===== src/hw/rtl/arad_pkg.sv =====
// shared constants, codes and types of the adaptive rate activity detector
package arad_pkg;

    // default sizing
    localparam int SAMPLE_BITS_DEF = 12;
    localparam int MAX_CHUNK_DEF   = 1024;

    // configuration port
    localparam int CFG_IDX_W  = 3;
    localparam int CFG_DATA_W = 32;

    localparam logic [CFG_IDX_W-1:0] REG_BASELINE    = 3'd0;
    localparam logic [CFG_IDX_W-1:0] REG_ENERGY_THR  = 3'd1;
    localparam logic [CFG_IDX_W-1:0] REG_PEAK_THR    = 3'd2;
    localparam logic [CFG_IDX_W-1:0] REG_SILENCE_TMO = 3'd3;
    localparam logic [CFG_IDX_W-1:0] REG_IDLE_LEN    = 3'd4;
    localparam logic [CFG_IDX_W-1:0] REG_ACTIVE_LEN  = 3'd5;

    // register reset values
    localparam logic [11:0] BASELINE_RST    = 12'd2048;
    localparam logic [23:0] ENERGY_THR_RST  = 24'd100;
    localparam logic [11:0] PEAK_THR_RST    = 12'd512;
    localparam logic [31:0] SILENCE_TMO_RST = 32'd5000;
    localparam logic [10:0] IDLE_LEN_RST    = 11'd128;
    localparam logic [10:0] ACTIVE_LEN_RST  = 11'd512;

    // item opcodes
    localparam logic [1:0] OP_SAMPLE     = 2'd0;
    localparam logic [1:0] OP_TICK       = 2'd1;
    localparam logic [1:0] OP_FORCE_IDLE = 2'd2;

    // reported mode codes
    localparam logic [1:0] MODE_IDLE   = 2'd0;
    localparam logic [1:0] MODE_ACTIVE = 2'd1;
    localparam logic [1:0] MODE_PROC   = 2'd2;

    // saturation limits
    localparam logic [23:0] ENERGY_MAX = 24'hFF_FFFF;
    localparam logic [11:0] PEAK_MAX   = 12'hFFF;
    localparam logic [31:0] TIMER_MAX  = 32'hFFFF_FFFF;

    typedef struct packed {
        logic        chunk_done;
        logic [23:0] mean_energy;
        logic [11:0] peak_level;
        logic [1:0]  mode;
        logic        high_res;
        logic [31:0] switch_count;
        logic [31:0] samples_total;
    } report_t;

endpackage


===== src/hw/rtl/arad_sample_if.sv =====
// item channel carrying opcodes and raw adc samples
interface arad_sample_if #(
    parameter int SAMPLE_BITS = arad_pkg::SAMPLE_BITS_DEF
);
    logic                   valid;
    logic                   ready;
    logic [1:0]             op;
    logic [SAMPLE_BITS-1:0] sample;

    modport source (output valid, output op, output sample, input ready);
    modport sink   (input valid, input op, input sample, output ready);
endinterface


===== src/hw/rtl/arad_report_if.sv =====
// item channel carrying the status report of each processed item
interface arad_report_if;
    logic        valid;
    logic        ready;
    logic        chunk_done;
    logic [23:0] mean_energy;
    logic [11:0] peak_level;
    logic [1:0]  mode;
    logic        high_res;
    logic [31:0] switch_count;
    logic [31:0] samples_total;

    modport source (
        output valid, output chunk_done, output mean_energy, output peak_level,
        output mode, output high_res, output switch_count, output samples_total,
        input ready
    );
    modport sink (
        input valid, input chunk_done, input mean_energy, input peak_level,
        input mode, input high_res, input switch_count, input samples_total,
        output ready
    );
endinterface


===== src/hw/rtl/adaptive_rate_activity_detector.sv =====
// adaptive rate activity detector: chunk energy, peak and mode machine
//
//  channel   dir  handshake      payload
//  samples   in   valid/ready    op, sample
//  results   out  valid/ready    chunk_done, mean_energy, peak_level, mode,
//                                high_res, switch_count, samples_total
//  cfg       in   cfg_we         cfg_index, cfg_data (write only)
//
//  tick, force idle and spare opcodes go through REPORT, a sample that leaves
//  its chunk open through ACCUM and REPORT, and one that closes it through
//  ACCUM, DIV, CLOSE and REPORT; DIV is a one bit per cycle restoring divider
//  rst_n (async) clears all but scratch and rpt_reg; there is no clearing pass
//  one item at a time: samples.ready is high only when the sequencer is idle
//  and the report register is empty or being emptied in the same cycle
//  a stalled report holds its register; no further item is taken until it goes
module adaptive_rate_activity_detector #(
    parameter int SAMPLE_BITS = arad_pkg::SAMPLE_BITS_DEF,
    parameter int MAX_CHUNK   = arad_pkg::MAX_CHUNK_DEF
) (
    input  logic                             clk,
    input  logic                             rst_n,
    arad_sample_if.sink                      samples,
    arad_report_if.source                    results,
    input  logic                             cfg_we,
    input  logic [arad_pkg::CFG_IDX_W-1:0]   cfg_index,
    input  logic [arad_pkg::CFG_DATA_W-1:0]  cfg_data
);
    import arad_pkg::*;

    // count holds up to MAX_CHUNK; the sum holds MAX_CHUNK squared deviations
    localparam int CNTW = $clog2(MAX_CHUNK + 1);
    localparam int CMPW = (CNTW > 11) ? CNTW : 11;
    localparam int SQW  = 2 * SAMPLE_BITS;
    localparam int SUMW = SQW + CNTW;
    localparam int DCW  = $clog2(SUMW + 1);

    // sequencer
    typedef enum logic [4:0] {
        S_IDLE   = 5'b00001,
        S_ACCUM  = 5'b00010,
        S_DIV    = 5'b00100,
        S_CLOSE  = 5'b01000,
        S_REPORT = 5'b10000
    } seq_t;

    seq_t state_reg, state_next;

    // configuration
    logic [11:0] baseline_reg;
    logic [23:0] energy_thr_reg;
    logic [11:0] peak_thr_reg;
    logic [31:0] silence_tmo_reg;
    logic [10:0] idle_len_reg;
    logic [10:0] active_len_reg;

    // detector state
    logic [SUMW-1:0]        energy_sum_reg;
    logic [SAMPLE_BITS-1:0] chunk_peak_reg;
    logic [CNTW-1:0]        chunk_count_reg;
    logic [23:0]            last_energy_reg;
    logic [11:0]            last_peak_reg;
    logic [1:0]             mode_reg;
    logic                   rate_high_reg;
    logic [31:0]            silence_ms_reg;
    logic [31:0]            switches_reg;
    logic [31:0]            sample_total_reg;
    logic                   done_reg;

    // datapath scratch
    logic [SAMPLE_BITS-1:0] dev_reg;
    logic [SUMW-1:0]        div_num_reg;
    logic [CNTW-1:0]        div_den_reg;
    logic [CNTW-1:0]        div_rem_reg;
    logic [DCW-1:0]         div_cnt_reg;

    // report register
    report_t rpt_reg;
    logic    rpt_valid_reg;

    logic                   accept;
    logic                   rpt_take;
    logic [SAMPLE_BITS-1:0] base_w;
    logic [SAMPLE_BITS-1:0] dev_w;
    logic [SQW-1:0]         sq_w;
    logic [SUMW-1:0]        sum_new;
    logic [SAMPLE_BITS-1:0] peak_new;
    logic [CNTW-1:0]        count_new;
    logic [10:0]            len_raw;
    logic [CMPW-1:0]        len_eff;
    logic                   closes;
    logic [CNTW:0]          div_trial;
    logic                   div_ge;
    logic [23:0]            mean_sat;
    logic [11:0]            peak_sat;

    assign rpt_take = rpt_valid_reg && results.ready;
    assign samples.ready = (state_reg == S_IDLE) && (!rpt_valid_reg || results.ready);
    assign accept = samples.valid && samples.ready;

    // absolute deviation from the baseline, both at sample width
    assign base_w = SAMPLE_BITS'(baseline_reg);
    assign dev_w  = (samples.sample >= base_w) ? (samples.sample - base_w)
                                               : (base_w - samples.sample);

    // one squaring and accumulate step per sample
    assign sq_w      = dev_reg * dev_reg;
    assign sum_new   = energy_sum_reg + SUMW'(sq_w);
    assign peak_new  = (dev_reg > chunk_peak_reg) ? dev_reg : chunk_peak_reg;
    assign count_new = chunk_count_reg + CNTW'(1);

    // chunk length of the current rate, zero read as one, capped at MAX_CHUNK
    assign len_raw = rate_high_reg ? active_len_reg : idle_len_reg;
    always_comb
    begin
        priority if (len_raw == 11'd0)
        begin
            len_eff = CMPW'(1);
        end
        else if (CMPW'(len_raw) > CMPW'(MAX_CHUNK))
        begin
            len_eff = CMPW'(MAX_CHUNK);
        end
        else
        begin
            len_eff = CMPW'(len_raw);
        end
    end
    // a chunk shortened by force idle closes on the next sample
    assign closes = CMPW'(count_new) >= len_eff;

    // restoring divider step: shift in the next dividend bit, try to subtract
    assign div_trial = {div_rem_reg, div_num_reg[SUMW-1]};
    assign div_ge    = div_trial >= {1'b0, div_den_reg};

    // quotient sits in div_num_reg once the divider has run
    assign mean_sat = (64'(div_num_reg) > 64'(ENERGY_MAX)) ? ENERGY_MAX
                                                           : 24'(div_num_reg);
    assign peak_sat = (32'(peak_new) > 32'(PEAK_MAX)) ? PEAK_MAX : 12'(peak_new);

    // sequencer
    always_comb
    begin
        state_next = state_reg;
        unique case (state_reg)
            S_IDLE:
            begin
                if (accept)
                begin
                    state_next = (samples.op == OP_SAMPLE) ? S_ACCUM : S_REPORT;
                end
            end
            S_ACCUM:  state_next = closes ? S_DIV : S_REPORT;
            S_DIV:    state_next = (div_cnt_reg == DCW'(1)) ? S_CLOSE : S_DIV;
            S_CLOSE:  state_next = S_REPORT;
            S_REPORT: state_next = S_IDLE;
            default:  state_next = S_IDLE;
        endcase
    end

    always_ff @(posedge clk or negedge rst_n)
    begin
        if (!rst_n)
        begin
            state_reg <= S_IDLE;
        end
        else
        begin
            state_reg <= state_next;
        end
    end

    // configuration registers: write only while idle; the block does not check
    always_ff @(posedge clk or negedge rst_n)
    begin
        if (!rst_n)
        begin
            baseline_reg    <= BASELINE_RST;
            energy_thr_reg  <= ENERGY_THR_RST;
            peak_thr_reg    <= PEAK_THR_RST;
            silence_tmo_reg <= SILENCE_TMO_RST;
            idle_len_reg    <= IDLE_LEN_RST;
            active_len_reg  <= ACTIVE_LEN_RST;
        end
        else if (cfg_we)
        begin
            unique case (cfg_index)
                REG_BASELINE:    baseline_reg    <= cfg_data[11:0];
                REG_ENERGY_THR:  energy_thr_reg  <= cfg_data[23:0];
                REG_PEAK_THR:    peak_thr_reg    <= cfg_data[11:0];
                REG_SILENCE_TMO: silence_tmo_reg <= cfg_data;
                REG_IDLE_LEN:    idle_len_reg    <= cfg_data[10:0];
                REG_ACTIVE_LEN:  active_len_reg  <= cfg_data[10:0];
                default:         ;
            endcase
        end
    end

    // detector state and mode machine
    always_ff @(posedge clk or negedge rst_n)
    begin
        if (!rst_n)
        begin
            energy_sum_reg   <= '0;
            chunk_peak_reg   <= '0;
            chunk_count_reg  <= '0;
            last_energy_reg  <= '0;
            last_peak_reg    <= '0;
            mode_reg         <= MODE_IDLE;
            rate_high_reg    <= 1'b0;
            silence_ms_reg   <= '0;
            switches_reg     <= '0;
            sample_total_reg <= '0;
            done_reg         <= 1'b0;
        end
        else
        begin
            unique case (state_reg)
                S_IDLE:
                begin
                    if (accept)
                    begin
                        done_reg <= 1'b0;
                        priority if (samples.op == OP_TICK)
                        begin
                            // saturating silence timer
                            if (silence_ms_reg != TIMER_MAX)
                            begin
                                silence_ms_reg <= silence_ms_reg + 32'd1;
                            end
                        end
                        else if (samples.op == OP_FORCE_IDLE)
                        begin
                            // open chunk, counters and timer are kept
                            mode_reg      <= MODE_IDLE;
                            rate_high_reg <= 1'b0;
                        end
                        else
                        begin
                        end
                    end
                end
                S_ACCUM:
                begin
                    if (closes)
                    begin
                        last_peak_reg    <= peak_sat;
                        sample_total_reg <= sample_total_reg + 32'(count_new);
                        energy_sum_reg   <= '0;
                        chunk_peak_reg   <= '0;
                        chunk_count_reg  <= '0;
                        done_reg         <= 1'b1;
                    end
                    else
                    begin
                        energy_sum_reg  <= sum_new;
                        chunk_peak_reg  <= peak_new;
                        chunk_count_reg <= count_new;
                    end
                end
                S_CLOSE:
                begin
                    last_energy_reg <= mean_sat;
                    unique case (mode_reg)
                        MODE_IDLE:
                        begin
                            if (mean_sat > energy_thr_reg || last_peak_reg > peak_thr_reg)
                            begin
                                mode_reg       <= MODE_ACTIVE;
                                rate_high_reg  <= 1'b1;
                                switches_reg   <= switches_reg + 32'd1;
                                silence_ms_reg <= '0;
                            end
                        end
                        MODE_ACTIVE, MODE_PROC:
                        begin
                            if (silence_ms_reg > silence_tmo_reg ||
                                mean_sat < (energy_thr_reg >> 2))
                            begin
                                mode_reg      <= MODE_IDLE;
                                rate_high_reg <= 1'b0;
                            end
                            else
                            begin
                                mode_reg <= MODE_PROC;
                            end
                        end
                        default: mode_reg <= MODE_IDLE;
                    endcase
                end
                S_DIV, S_REPORT: ;
                default: ;
            endcase
        end
    end

    // datapath scratch: deviation, divider operands and iteration count
    always_ff @(posedge clk)
    begin
        if (accept)
        begin
            dev_reg <= dev_w;
        end
        if (state_reg == S_ACCUM)
        begin
            div_num_reg <= sum_new;
            div_den_reg <= count_new;
            div_rem_reg <= '0;
            div_cnt_reg <= DCW'(SUMW);
        end
        else if (state_reg == S_DIV)
        begin
            // dividend shifts out at the top, quotient bits enter at the bottom
            div_num_reg <= {div_num_reg[SUMW-2:0], div_ge};
            div_rem_reg <= div_ge ? CNTW'(div_trial - {1'b0, div_den_reg})
                                  : CNTW'(div_trial);
            div_cnt_reg <= div_cnt_reg - DCW'(1);
        end
    end

    // report register
    always_ff @(posedge clk or negedge rst_n)
    begin
        if (!rst_n)
        begin
            rpt_valid_reg <= 1'b0;
        end
        else if (state_reg == S_REPORT)
        begin
            rpt_valid_reg <= 1'b1;
        end
        else if (rpt_take)
        begin
            rpt_valid_reg <= 1'b0;
        end
    end

    always_ff @(posedge clk)
    begin
        if (state_reg == S_REPORT)
        begin
            rpt_reg.chunk_done    <= done_reg;
            rpt_reg.mean_energy   <= last_energy_reg;
            rpt_reg.peak_level    <= last_peak_reg;
            rpt_reg.mode          <= mode_reg;
            rpt_reg.high_res      <= rate_high_reg;
            rpt_reg.switch_count  <= switches_reg;
            rpt_reg.samples_total <= sample_total_reg;
        end
    end

    assign results.valid         = rpt_valid_reg;
    assign results.chunk_done    = rpt_reg.chunk_done;
    assign results.mean_energy   = rpt_reg.mean_energy;
    assign results.peak_level    = rpt_reg.peak_level;
    assign results.mode          = rpt_reg.mode;
    assign results.high_res      = rpt_reg.high_res;
    assign results.switch_count  = rpt_reg.switch_count;
    assign results.samples_total = rpt_reg.samples_total;

endmodule


===== src/flat_wrapper.sv =====
// flat-port wrapper written by rule: the top's interface ports become plain ports
module adaptive_rate_activity_detector_flat import arad_pkg::*;
#(
    parameter int SAMPLE_BITS = arad_pkg::SAMPLE_BITS_DEF,
    parameter int MAX_CHUNK   = arad_pkg::MAX_CHUNK_DEF
)
  (clk, rst_n, cfg_we, cfg_index, cfg_data, samples_valid, samples_op, samples_sample, samples_ready, results_valid, results_chunk_done, results_mean_energy, results_peak_level, results_mode, results_high_res, results_switch_count, results_samples_total, results_ready);
  arad_sample_if #(.SAMPLE_BITS(SAMPLE_BITS)) samples_i ();
  arad_report_if results_i ();
  input  logic clk;
  input  logic rst_n;
  input  logic cfg_we;
  input  logic [arad_pkg::CFG_IDX_W-1:0] cfg_index;
  input  logic [arad_pkg::CFG_DATA_W-1:0] cfg_data;
  input wire logic [$bits(samples_i.valid)-1:0] samples_valid;
  input wire logic [$bits(samples_i.op)-1:0] samples_op;
  input wire logic [$bits(samples_i.sample)-1:0] samples_sample;
  output wire logic [$bits(samples_i.ready)-1:0] samples_ready;
  output wire logic [$bits(results_i.valid)-1:0] results_valid;
  output wire logic [$bits(results_i.chunk_done)-1:0] results_chunk_done;
  output wire logic [$bits(results_i.mean_energy)-1:0] results_mean_energy;
  output wire logic [$bits(results_i.peak_level)-1:0] results_peak_level;
  output wire logic [$bits(results_i.mode)-1:0] results_mode;
  output wire logic [$bits(results_i.high_res)-1:0] results_high_res;
  output wire logic [$bits(results_i.switch_count)-1:0] results_switch_count;
  output wire logic [$bits(results_i.samples_total)-1:0] results_samples_total;
  input wire logic [$bits(results_i.ready)-1:0] results_ready;
  assign samples_i.valid = samples_valid;
  assign samples_i.op = samples_op;
  assign samples_i.sample = samples_sample;
  assign samples_ready = samples_i.ready;
  assign results_valid = results_i.valid;
  assign results_chunk_done = results_i.chunk_done;
  assign results_mean_energy = results_i.mean_energy;
  assign results_peak_level = results_i.peak_level;
  assign results_mode = results_i.mode;
  assign results_high_res = results_i.high_res;
  assign results_switch_count = results_i.switch_count;
  assign results_samples_total = results_i.samples_total;
  assign results_i.ready = results_ready;
  adaptive_rate_activity_detector #(.SAMPLE_BITS(SAMPLE_BITS), .MAX_CHUNK(MAX_CHUNK)) u_core (.clk(clk), .rst_n(rst_n), .samples(samples_i), .results(results_i), .cfg_we(cfg_we), .cfg_index(cfg_index), .cfg_data(cfg_data));
endmodule

===== config.mk =====
export PLATFORM = sky130hd
export DESIGN_NAME = adaptive_rate_activity_detector_flat
export DESIGN_NICKNAME = d
export VERILOG_FILES = /design/src/hw/rtl/arad_pkg.sv /design/src/hw/rtl/arad_sample_if.sv /design/src/hw/rtl/arad_report_if.sv /design/src/hw/rtl/adaptive_rate_activity_detector.sv /design/src/flat_wrapper.sv
export SDC_FILE = /design/constraint.sdc
export NUM_CORES = 1
export LEC_CHECK = 0
export ABC_AREA = 1
export BUFFER_PORTS_ARGS = -buffer_cell sky130_fd_sc_hd__buf_2
export CAP_MARGIN = 0
export CORE_MARGIN = 1
export CORE_UTILIZATION = 55
export CTS_BUF_LIST = sky130_fd_sc_hd__clkbuf_4 sky130_fd_sc_hd__clkbuf_8 sky130_fd_sc_hd__clkbuf_16
export DETAILED_ROUTE_END_ITERATION = 16
export HOLD_SLACK_MARGIN = 0.05
export PLACE_DENSITY = 0.73
export SETUP_SLACK_MARGIN = 0.4
export SLEW_MARGIN = 20
export SYNTH_ARGS = -nofsm -noshare
export SYNTH_HDL_FRONTEND = slang
export SYNTH_SLANG_ARGS = --single-unit

===== constraint.sdc =====
create_clock -name clk -period 10.7 [get_ports clk]
set_clock_uncertainty 0.2 [all_clocks]
set_input_delay 0.535 -clock clk [delete_from_list [all_inputs] [get_ports clk]]
set_output_delay 0.535 -clock clk [all_outputs]
set_load 0.1 [all_outputs]

* Word level (Yosys, flattened, before mapping)
Cells that the tools add are included.
Operators by class: multipliers 1, $lt $le $gt $ge 10, equality and inequality tests 27, muxes and demuxes 42, reduce and logical (&&, ||, !) cells 28, add/sub/neg operators 9
Operators with widths (number):
- 32-bit two-way mux | 5
- 35-bit two-way mux | 3
- 32-bit by 1-bit adder with 32-bit output, second input constant | 2
- 32-bit case mux with 2 select lines | 1
- 11-bit two-way mux | 5
- 12-bit two-way mux | 3
- 35-bit by 24-bit adder with 35-bit output | 1
- 35-bit by 24-bit greater-than comparator with 1-bit output, second input constant | 1
- 32-bit by 11-bit adder with 32-bit output | 1
- 32-bit greater-than comparator | 1
- 32-bit inequality test, second input constant | 1
- 12-bit greater-than comparator | 2
- 24-bit greater-than comparator | 1
- 24-bit by 22-bit < comparator with 1-bit output | 1
- 12-bit by 12-bit multiplier with 24-bit output | 1
- 24-bit two-way mux | 1
- 12-bit subtractor | 2
- 5-bit case mux with 4 select lines | 1
- 5-bit two-way mux | 3
- 2-bit AND reduction | 7
- 12-bit by 11-bit >= comparator with 1-bit output | 1
- 12-bit >= comparator | 1
- 11-bit by 1-bit adder with 11-bit output, second input constant | 1
- 11-bit >= comparator | 1
- 34 further kinds | 70
Word-level totals: input port bits 54, bits in registers 481, output and inout bits 106, logic and storage cells 148

* Depth between registers and ports, before layout
Gate-level depths: netlist of run 1.
word-level depth 7, depth in mapped cells 27

* Worst setup path before layout of run 1
Ideal clock, no wire load.
kind reg2reg, start reg u_core.state_reg[3], end reg u_core.rpt_valid_reg (netlist: u_core.results.valid), path buffers 0, library setup time 0.110 ns, data required time 10.390 ns, slack 2.008 ns, data arrival time 8.382 ns, cell stages (with the launch flop) 5, cell sequence dfrtp_1 nor2_2 inv_2 nor3_1 or2_2
Between the ends: longest elaborated chain between the ends 2, elaborated cells between the ends (all ways) 3, classes of those cells eq/ne (1); mux (1); reduce/logical (1)
RTL lines:
- start, declared | RTL line adaptive_rate_activity_detector.sv:46 | seq_t state_reg, state_next;
- start signal, assigned | RTL line adaptive_rate_activity_detector.sv:168 | state_reg <= state_next;
- 5-bit equality test * | RTL line adaptive_rate_activity_detector.sv:327 | else if (state_reg == S_REPORT)
- 1-bit two-way mux / 2-bit nonzero test (equally long branches)
- end signal, assigned | RTL line adaptive_rate_activity_detector.sv:325 | rpt_valid_reg <= 1'b0;
- end signal, assigned | RTL line adaptive_rate_activity_detector.sv:329 | rpt_valid_reg <= 1'b1;
- end signal, assigned | RTL line adaptive_rate_activity_detector.sv:333 | rpt_valid_reg <= 1'b0;
- end, declared | RTL line adaptive_rate_activity_detector.sv:78 | logic rpt_valid_reg;
Mark *: on every way between the ends. The rest lies on a longest branch, timed or not. A chain may end at the register's enable or synchronous reset.

* Final worst setup path of run 1
start reg u_core.dev_reg[7], end reg u_core.div_num_reg[31], data pin
Between the ends: longest elaborated chain between the ends 3
RTL lines:
- start, declared | RTL line adaptive_rate_activity_detector.sv:70 | logic [SAMPLE_BITS-1:0] dev_reg;
- start signal, assigned | RTL line adaptive_rate_activity_detector.sv:301 | dev_reg <= dev_w;
- 12-bit by 12-bit multiplier with 24-bit output | RTL line adaptive_rate_activity_detector.sv:106 | assign sq_w = dev_reg * dev_reg;
- 35-bit by 24-bit adder with 35-bit output | RTL line adaptive_rate_activity_detector.sv:107 | assign sum_new = energy_sum_reg + SUMW'(sq_w);
- 35-bit two-way mux | RTL line adaptive_rate_activity_detector.sv:303 | if (state_reg == S_ACCUM)
- end signal, assigned | RTL line adaptive_rate_activity_detector.sv:305 | div_num_reg <= sum_new;
- end signal, assigned | RTL line adaptive_rate_activity_detector.sv:313 | div_num_reg <= {div_num_reg[SUMW-2:0], div_ge};
- end, declared | RTL line adaptive_rate_activity_detector.sv:71 | logic [SUMW-1:0] div_num_reg;
Every way passes these cells.

==> results.toml, run 1 <==
[floorplanning]
core_area_um2 = 54030
die_y_um = 236.2
start_util_pct = 55.82
io_pins = 160
die_x_um = 236.2
rows = 85
die-area_um2 = 55770

[grt]
grt_max_degree = 87
grt_pass1_vias = 23438
track_usage_pct = 26.89
grt_pass1_wl_um = 120000
antenna_found_initial = 0
grt-ovfl-total = 0

[synth]
synth_top_cell_by_area = "dfrtp_1"
synth_edf_count = 162
synth_top_area_share_pct = 23.98
yosysWarnings = 0
netlist_top_cells_area = "dfrtp_1 24%, edfxtp_1 16%, nand2_1 10%"
ys_async_sr_fraction_pct = 62.79
syn_inst = 3529
ys_types = 55
syn-num-nets = 3917
syn_area_per_cell_um2 = 8.546
synth-seq-area-share_pct = 42.37
synthFlopType = "dfrtp_1"
syn_area_um2 = 30160
synth_seq_cells = 481

[critical_path]
cp.required_ns = 10.89
end_kind = "register"
arrival_ns = 6.14
cp_max_fo = 15
worstSetupPathType = "reg2reg"
start_kind = "register"

[cts]
clkSinkCount = 481
clockRootBuffer = "clkbuf_16"
htreeDepth = 2
post_cts.repair.setup_buffers = 0
clockBufferDepth = 3
cts_buffers = 52
ctsResizeCount = 0
clkSlewWorstSetupHoldPaths_ns = 0.06
insertion_delay_ns = 0.63
cts_tree = "built"

[sta]
max_freq_mhz = 167.9
relSlewSlack_pct = 32.26
finalSetupViolCount = 0
finalHoldViolCount = 0
finalMaxSlewViolations = 0
fin_crit_sh_pct = 55.67
grt_setup_unrepaired = "no"
period_needed_ns = 5.957
worst_pin_slew_ns = 1.012
hold-worst-slack_ns = 0.1177
fin_setup_tns_ns = 0

[drt]
first_pass_iters = 6
wl_um = 73200
via_per_inst = 5.399
remaining_drc_errors = 0
detail_route.iter0.violations = 1810
ant_nets = 0
dr_total_vias = 23901
wl_per_cell_um = 16.53

[cells_and_area]
layout_common_cells = "816 x nand2_1, 588 x inv_1, 289 x dfrtp_1"
layout-drive-gt1-share_pct = 8.577
area_delta_synth_final_pct = 11.61
layout_commonest_cell = "nand2_1"
fin_cells = 4427
fin_nets = 4075
diodes = 0

[placement]
portBuffers = 159
gp_congestion = 0.9391
dp.cells = 4305
hpwlAfterDp_um = 53910

[run_status]
status = "finished clean"

[job]
cap_violations = 0

[worst_hold_path]
hp-class = "in2reg"
cell usage after synthesis, types with 12 or more instances:
master      n
a21oi_1   160
a31oi_1    24
clkbuf_1   81
dfrtp_1   289
dfstp_2    13
dfxtp_1    17
edfxtp_1  162
fa_1      104
ha_1      230
inv_1     589
nand2_1   816
nand3_1   125
nand4_1    48
nor2_1    231
nor3_1     57
nor4_1     22
o211ai_1   12
o21a_1     23
o21ai_0   269
o22ai_1    25
xnor2_1    37
xor2_1     88
path summary, 6_finish.rpt:
check / from / to / slack, ns / cells after the start
max in group asynchronous: rst_n / u_core.sample_total_reg[3] / 7.93 / 4
hold / removal: results_ready / u_core.results.valid / 0.12 / 3
setup reg to reg: u_core.dev_reg[7] / u_core.div_num_reg[31] / 4.74 / 23
hold reg to reg: u_core.last_energy_reg[15] / u_core.results.mean_energy[15] / 0.25 / 0
min in group asynchronous: rst_n / u_core.switches_reg[31] / 0.31 / 2
setup / recovery: u_core.dev_reg[7] / u_core.div_num_reg[31] / 4.74 / 23
critical path, stage by stage (launching register included):
cell and delay (ns):
edfxtp_1 0.73, nand2_1 0.19, inv_1 0.12, fa_1 0.44, fa_1 0.51, inv_1 0.05
fa_1 0.47, inv_1 0.05, fa_1 0.53, inv_1 0.05, fa_1 0.52, inv_1 0.04
ha_1 0.37, a21oi_1 0.22, o21ai_0 0.20, nand2_1 0.10, nand2_1 0.05, nand2_1 0.05
nand3_1 0.12, a21oi_1 0.25, inv_1 0.11, nand3_1 0.09, nand3_1 0.10, nor2b_1 0.17
final cells by class:
cell class	instances	area, µm²
Timing Repair Buffer	201	1185
Tap cell	696	870.8
Fill cell	4700	20370
Clock buffer	71	1488
Clock inverter	27	335.3
Inverter	594	2230
Multi-Input combinational cell	2357	14770
Sequential cell	481	12780
per-layer routing:
metal,wire (µm),vias to the layer above,track usage (%)
met5,0,-,0
met4,2379,0,8.619
met3,4356,131,3.839
met2,33560,655,43.69
met1,32910,11366,37.28
li1,-,11749,-
cell families (layout without fill, tap and decap cells):
family                   count (synthesis)  in the layout  synth area share [%]
AND/OR/NAND/NOR                       1335           1335                 18.43
buffers and inverters                  691            893                 8.704
multiplexers                            11             11                0.3858
AO/OA/AOI/OAI                          552            552                 10.04
adder cells (fa/ha/maj)                334            334                 16.45
XOR/XNOR                               125            125                 3.630
flip-flops                             481            481                 42.37
what timing repair did:
action / in CTS / in global routing
endpoints found under the hold margin: 113 / 0
hold buffers: 24 / 0
setup endpoints to repair: 0 / 0
stage by stage:
step	setup slack (ns)	cell area [µm²]	utilization [%]
6_report	4.743	33660	62.30
5_1_grt	4.382	33660	62.30
4_1_cts	4.792	33650	62.28
3_5_place_dp	4.764	31580	58.46
3_3_place_gp	4.873	31580	58.46
2_1_floorplan	2.008	30160	-
Power of run 1 is left out: the tool's default activity adds up to more than one toggle a clock period on the data nets, which glitch-free logic cannot reach.
==> run 2, diff against run 1 <==
Settings changed: PLACE_DENSITY 0.73 to 0.76.
Clock period 10.7 ns to 5.3 ns, I/O delays scaled along.
==> results.toml, run 2 (same netlist as run 1, synthesis figures left out) <==
[run_status]
status = "complete, but fails checks"
violations = "negative setup slack"

[drt]
met1Wirelength_um = 33910
remaining_drc_errors = 0
wl_um = 76490
first_pass_iters = 6
dr_wl_met2_um = 36000
met3_wirelength_um = 4425
wl_per_cell_um = 16.64
via_per_inst = 5.405
detail_route.iter0.violations = 1975
dr_total_vias = 24849
top_layer_used = "met4"
ant_nets = 0

[sta]
fin_crit_sh_pct = 100.4
worst_slack_ns = -0.02077
finalMaxSlewViolations = 0
grt_setup_unrepaired = "yes"
relSlewSlack_pct = 37.65
max_freq_mhz = 187.9
finalHoldViolCount = 0
worst_pin_slew_ns = 0.9267
period_needed_ns = 5.321
finalSetupViolCount = 4

[critical_path]
cp.required_ns = 5.42
worstReg2RegEnd = "u_core.div_num_reg[20]"
end_kind = "register"
critPathCapture = "u_core.div_num_reg[20]"
cp_max_fo = 7
r2r_setup_slack_ns = -0.02
worstSetupPathType = "reg2reg"
r2r_cells = 20
critPathLaunch = "u_core.dev_reg[4]"
rr_startpoint = "u_core.dev_reg[4]"
arrival_ns = 5.44
start_kind = "register"

[floorplanning]
core_area_um2 = 54030
die_y_um = 236.2
start_util_pct = 55.82
rows = 85
die_x_um = 236.2
die-area_um2 = 55770
io_pins = 160

[cts]
clkSlewWorstSetupHoldPaths_ns = 0.06
cts_buffers = 52
clockBufferDepth = 3
htreeDepth = 2
clkSinkCount = 481
clockRootBuffer = "clkbuf_16"
cts_tree = "built"
insertion_delay_ns = 0.62

[cells_and_area]
fin_nets = 4243
layout_common_cells = "769 x nand2_1, 550 x inv_1, 289 x dfrtp_1"
n_fill_cell = 4368
layout_commonest_cell = "nand2_1"
layout-drive-gt1-share_pct = 16.59
fin_area_um2 = 35960
area_delta_synth_final_pct = 19.24

[grt]
track_usage_pct = 27.72
grt-ovfl-total = 0
grt_max_degree = 137
grt_pass1_vias = 23943
grt_pass1_wl_um = 123500
antenna_found_initial = 3

[job]
cap_violations = 0

[placement]
gp_congestion = 0.9277
portBuffers = 159
place_ws_ns = -0.1769
hpwlAfterDp_um = 55190
place_area_um2 = 32690

[worst_hold_path]
hp-class = "in2reg"
## run 2: changes by cell type in the layout (fill, tap and decap cells not counted), moves of 20 or more
| cell | change |
|---|---|
| buf_6 | +21 |
| a21oi_1 | -20 |
| inv_2 | +37 |
| inv_1 | -38 |
| nand2_2 | +38 |
| nand2_1 | -47 |
| o21ai_0 | -23 |
| buf_4 | +123 |
## run 2: critical path, cell delays in order (launching register included)
cell and delay (ns):
edfxtp_1 0.55, buf_4 0.18, nand2_2 0.06, fa_1 0.49
fa_1 0.51, inv_1 0.06, fa_1 0.50, fa_1 0.55
inv_1 0.05, fa_1 0.49, inv_2 0.05, ha_4 0.27
a21oi_4 0.15, o21ai_2 0.10, a21oi_2 0.15, nand2_2 0.12
a21oi_4 0.18, xnor2_1 0.10, buf_4 0.16, nand2_1 0.05
o21ai_1 0.08
## run 2: layer usage
layer / global-route usage (%) / vias to the layer above
li1: - / 12092
met4: 8.383 / 0
met5: 0 / -
met1: 39.24 / 11840
met3: 3.136 / 144
met2: 44.99 / 773
## run 2: worst min-delay path by stage
stage	endpoint	start	slack [ns]	cells after the start
after global routing	u_core.silence_tmo_reg[9]	cfg_index[0]	0.20	5
after floorplan	u_core.active_len_reg[0]	rst_n	-0.23	0
final	u_core.silence_tmo_reg[7]	cfg_index[0]	0.15	5
after global placement	u_core.switches_reg[14]	rst_n	-0.03	1
after CTS	u_core.silence_tmo_reg[8]	cfg_index[0]	0.14	5
after detailed placement	u_core.switches_reg[14]	rst_n	-0.03	1
## run 2: what timing repair did
item | CTS | global route
endpoints found under the hold margin | 403 | 0
endpoints found under the setup margin | 55 | 56
setup buffers | 27 | 16
hold buffers | 44 | 0
pin swaps | 89 | 30
gates resized for setup | 109 | 63
## run 2: layout make-up
| cell class | count | area (µm²) | area share, % |
|---|---|---|---|
| antenna | 2 | 5.005 | 0.01392 |
| clock buffer | 64 | 1435 | 3.991 |
| clock inverter | 34 | 470.5 | 1.308 |
| inverter | 594 | 2232 | 6.207 |
| multi-input combinational | 2357 | 15530 | 43.20 |
| sequential | 481 | 12780 | 35.53 |
| tap | 696 | 870.8 | 2.422 |
| timing repair buffer | 369 | 2635 | 7.328 |
## run 2: metrics by stage
stage | hold WS, ns | util, % | std cells | TNS [ns]
after floorplan | -0.2306 | - | 3529 | 0
after global placement | -0.02972 | 60.51 | 4410 | -0.5794
after detailed placement | -0.03089 | 60.51 | 4410 | -2.332
after CTS | 0.1449 | 65.91 | 4579 | 0
after global routing | 0.2032 | 66.56 | 4597 | -6.415
final | 0.1513 | 66.56 | 4597 | -0.05068
Power of run 2 is left out for the same reason.
==> run 3, diff against run 2 <==
Settings changed: ABC_AREA 1 to default, CAP_MARGIN 0 to 20.
==> results.toml, run 3 <==
[run_status]
status = "complete, but fails checks"
violations = "negative setup slack"

[grt]
grt_max_degree = 122
grt_pass1_vias = 21783
grt-ovfl-total = 0
antenna_found_initial = 1
track_usage_pct = 27.67
grt_pass1_wl_um = 115000

[critical_path]
start_kind = "register"
worstReg2RegEnd = "u_core.div_num_reg[31]"
cp_max_fo = 5
worstSetupPathType = "reg2reg"
cp.required_ns = 5.42
end_kind = "register"
r2r_setup_slack_ns = -0.64
arrival_ns = 6.06
r2r_cells = 20
rr_startpoint = "u_core.dev_reg[9]"

[sta]
worst_pin_slew_ns = 0.9953
finalHoldViolCount = 0
worst_slack_ns = -0.6416
grt_setup_unrepaired = "yes"
finalMaxSlewViolations = 0
relSlewSlack_pct = 33.64
finalSetupViolCount = 47
fin_crit_sh_pct = 112.1
hold-worst-slack_ns = 0.06875
max_freq_mhz = 168.3
period_needed_ns = 5.942

[cts]
clockRootBuffer = "clkbuf_16"
cts_buffers = 49
clkSinkCount = 481
clockBufferDepth = 3
htreeDepth = 2
cts_tree = "built"
clkSlewWorstSetupHoldPaths_ns = 0.07
insertion_delay_ns = 0.61

[floorplanning]
rows = 82
io_pins = 160
start_util_pct = 56.06
die_y_um = 228.8
die_x_um = 228.8
core_area_um2 = 50480
die-area_um2 = 52360

[synth]
ys_types = 88
syn_inst = 2672
syn_area_um2 = 28300
synth_seq_cells = 481
synth_edf_count = 162
syn_area_per_cell_um2 = 10.59
synth_top_area_share_pct = 25.56
ys_async_sr_fraction_pct = 62.79
netlist_top_cells_area = "dfrtp_1 26%, edfxtp_1 17%, ha_1 10%"
synth_top_cell_by_area = "dfrtp_1"
synthFlopType = "dfrtp_1"
synth-seq-area-share_pct = 45.16
synthTopCellsByCount = "338 x inv_1, 315 x nand2_1, 289 x dfrtp_1"
syn-num-nets = 3060
yosysWarnings = 0
synth_most_common_cell = "inv_1"

[drt]
via_per_inst = 5.685
wl_per_cell_um = 19.34
ant_nets = 0
detail_route.iter0.violations = 1585
wl_um = 72630
dr_total_vias = 21354
first_pass_iters = 5
remaining_drc_errors = 0

[cells_and_area]
layout_common_cells = "311 x inv_1, 295 x nand2_1, 289 x dfrtp_1"
fin_cells = 3756
fin_nets = 3429
area_delta_synth_final_pct = 20.60
layout_commonest_cell = "inv_1"
layout-drive-gt1-share_pct = 24.34

[placement]
dp.cells = 3562
portBuffers = 159
hpwlAfterDp_um = 52020
gp_congestion = 0.9453

[worst_hold_path]
holdPathEnd = "u_core.dev_reg[11]"
min_from = "samples_sample[11]"
whs_path_depth = 3
hp-class = "in2reg"

[job]
cap_violations = 0
==> run 3: cell types whose count changed in the layout (fill, tap and decap cells not counted), sizes merged, moves of 75 or more <==
cell / previous run / this run
nand2: 819 / 315
inv: 598 / 339
nor2: 235 / 93
o21ai: 274 / 167
mux2: 5 / 91
a21oi: 162 / 87
==> run 3: kinds of logic (layout without fill, tap and decap cells) <==
kind of cell	after synthesis	after routing	share of synthesized area, %
muxes	122	122	4.718
xor gates and xnor gates	152	152	4.704
and+or+nand+nor	739	739	12.68
buffers and inverters	425	834	5.845
DFF	481	481	45.16
other	0	3	0
adders and majority gates	334	334	17.53
AOI/OAI and AO/OA	419	419	9.369
==> run 3: repair_timing <==
| action | CTS | global route |
|---|---|---|
| cloned | 0 | 0 |
| buffers inserted | 29 | 25 |
| pin swaps | 71 | 54 |
| hold buffers | 46 | 0 |
| setup endpoints to repair | 68 | 101 |
| resized for setup | 114 | 72 |
| endpoints found under the hold margin | 221 | 0 |
==> run 3: final cells by class <==
class / count / area, µm²
Fill cell: 3672 / 16350
Multi-Input combinational cell: 1766 / 14640
Sequential cell: 481 / 12780
Timing Repair Buffer: 405 / 2938
Clock buffer: 60 / 1334
Inverter: 338 / 1279
Tap cell: 672 / 840.8
Clock inverter: 31 / 309.0
Antenna cell: 3 / 7.507
==> run 3: critical path, cell delays in order (launching register included) <==
cell,delay [ns]
edfxtp_1,0.46
buf_4,0.19
and2_4,0.16
fa_1,0.49
inv_1,0.06
fa_1,0.47
inv_1,0.05
fa_1,0.45
fa_1,0.51
inv_1,0.05
fa_1,0.50
inv_2,0.05
ha_4,0.21
a211o_1,0.27
a21oi_2,0.17
o32ai_2,0.12
a31o_4,0.25
a221o_2,0.39
a41oi_4,0.29
mux2i_1,0.23
nand2_1,0.08
==> run 3: worst max path at each step <==
stage / cells after the start / start / end
after floorplan: 20 / u_core.dev_reg[2] / u_core.div_num_reg[31]
after global placement: 18 / u_core.dev_reg[6] / u_core.div_num_reg[31]
after detailed placement: 18 / u_core.dev_reg[6] / u_core.div_num_reg[31]
after CTS: 19 / u_core.dev_reg[8] / u_core.div_num_reg[31]
after global routing: 22 / u_core.dev_reg[6] / u_core.energy_sum_reg[31]
final: 20 / u_core.dev_reg[9] / u_core.div_num_reg[31]
==> run 3: metal layers <==
metal | track usage (%) | wire (µm) | part of all wire, % | up-vias
met5 | 0 | 0 | 0 | -
met4 | 13.48 | 3623 | 5.0 | 0
met3 | 3.693 | 3990 | 5.5 | 200
met2 | 46.09 | 34740 | 48 | 742
met1 | 35.74 | 30280 | 42 | 10558
li1 | - | - | - | 9854
==> run 3: through the flow <==
stage | setup WS [ns] | utilization, % | instance area [µm²] | setup TNS (ns)
after CTS | -0.5866 | 66.72 | 33680 | -15.34
after global routing | -0.7884 | 67.59 | 34120 | -26.49
final | -0.6416 | 67.61 | 34130 | -18.41
after detailed placement | -0.7256 | 61.38 | 30980 | -19.63
after global placement | -0.6015 | 61.38 | 30980 | -15.15
after floorplan | -0.4565 | - | 28660 | -5.474
Power of run 3 is left out for the same reason.
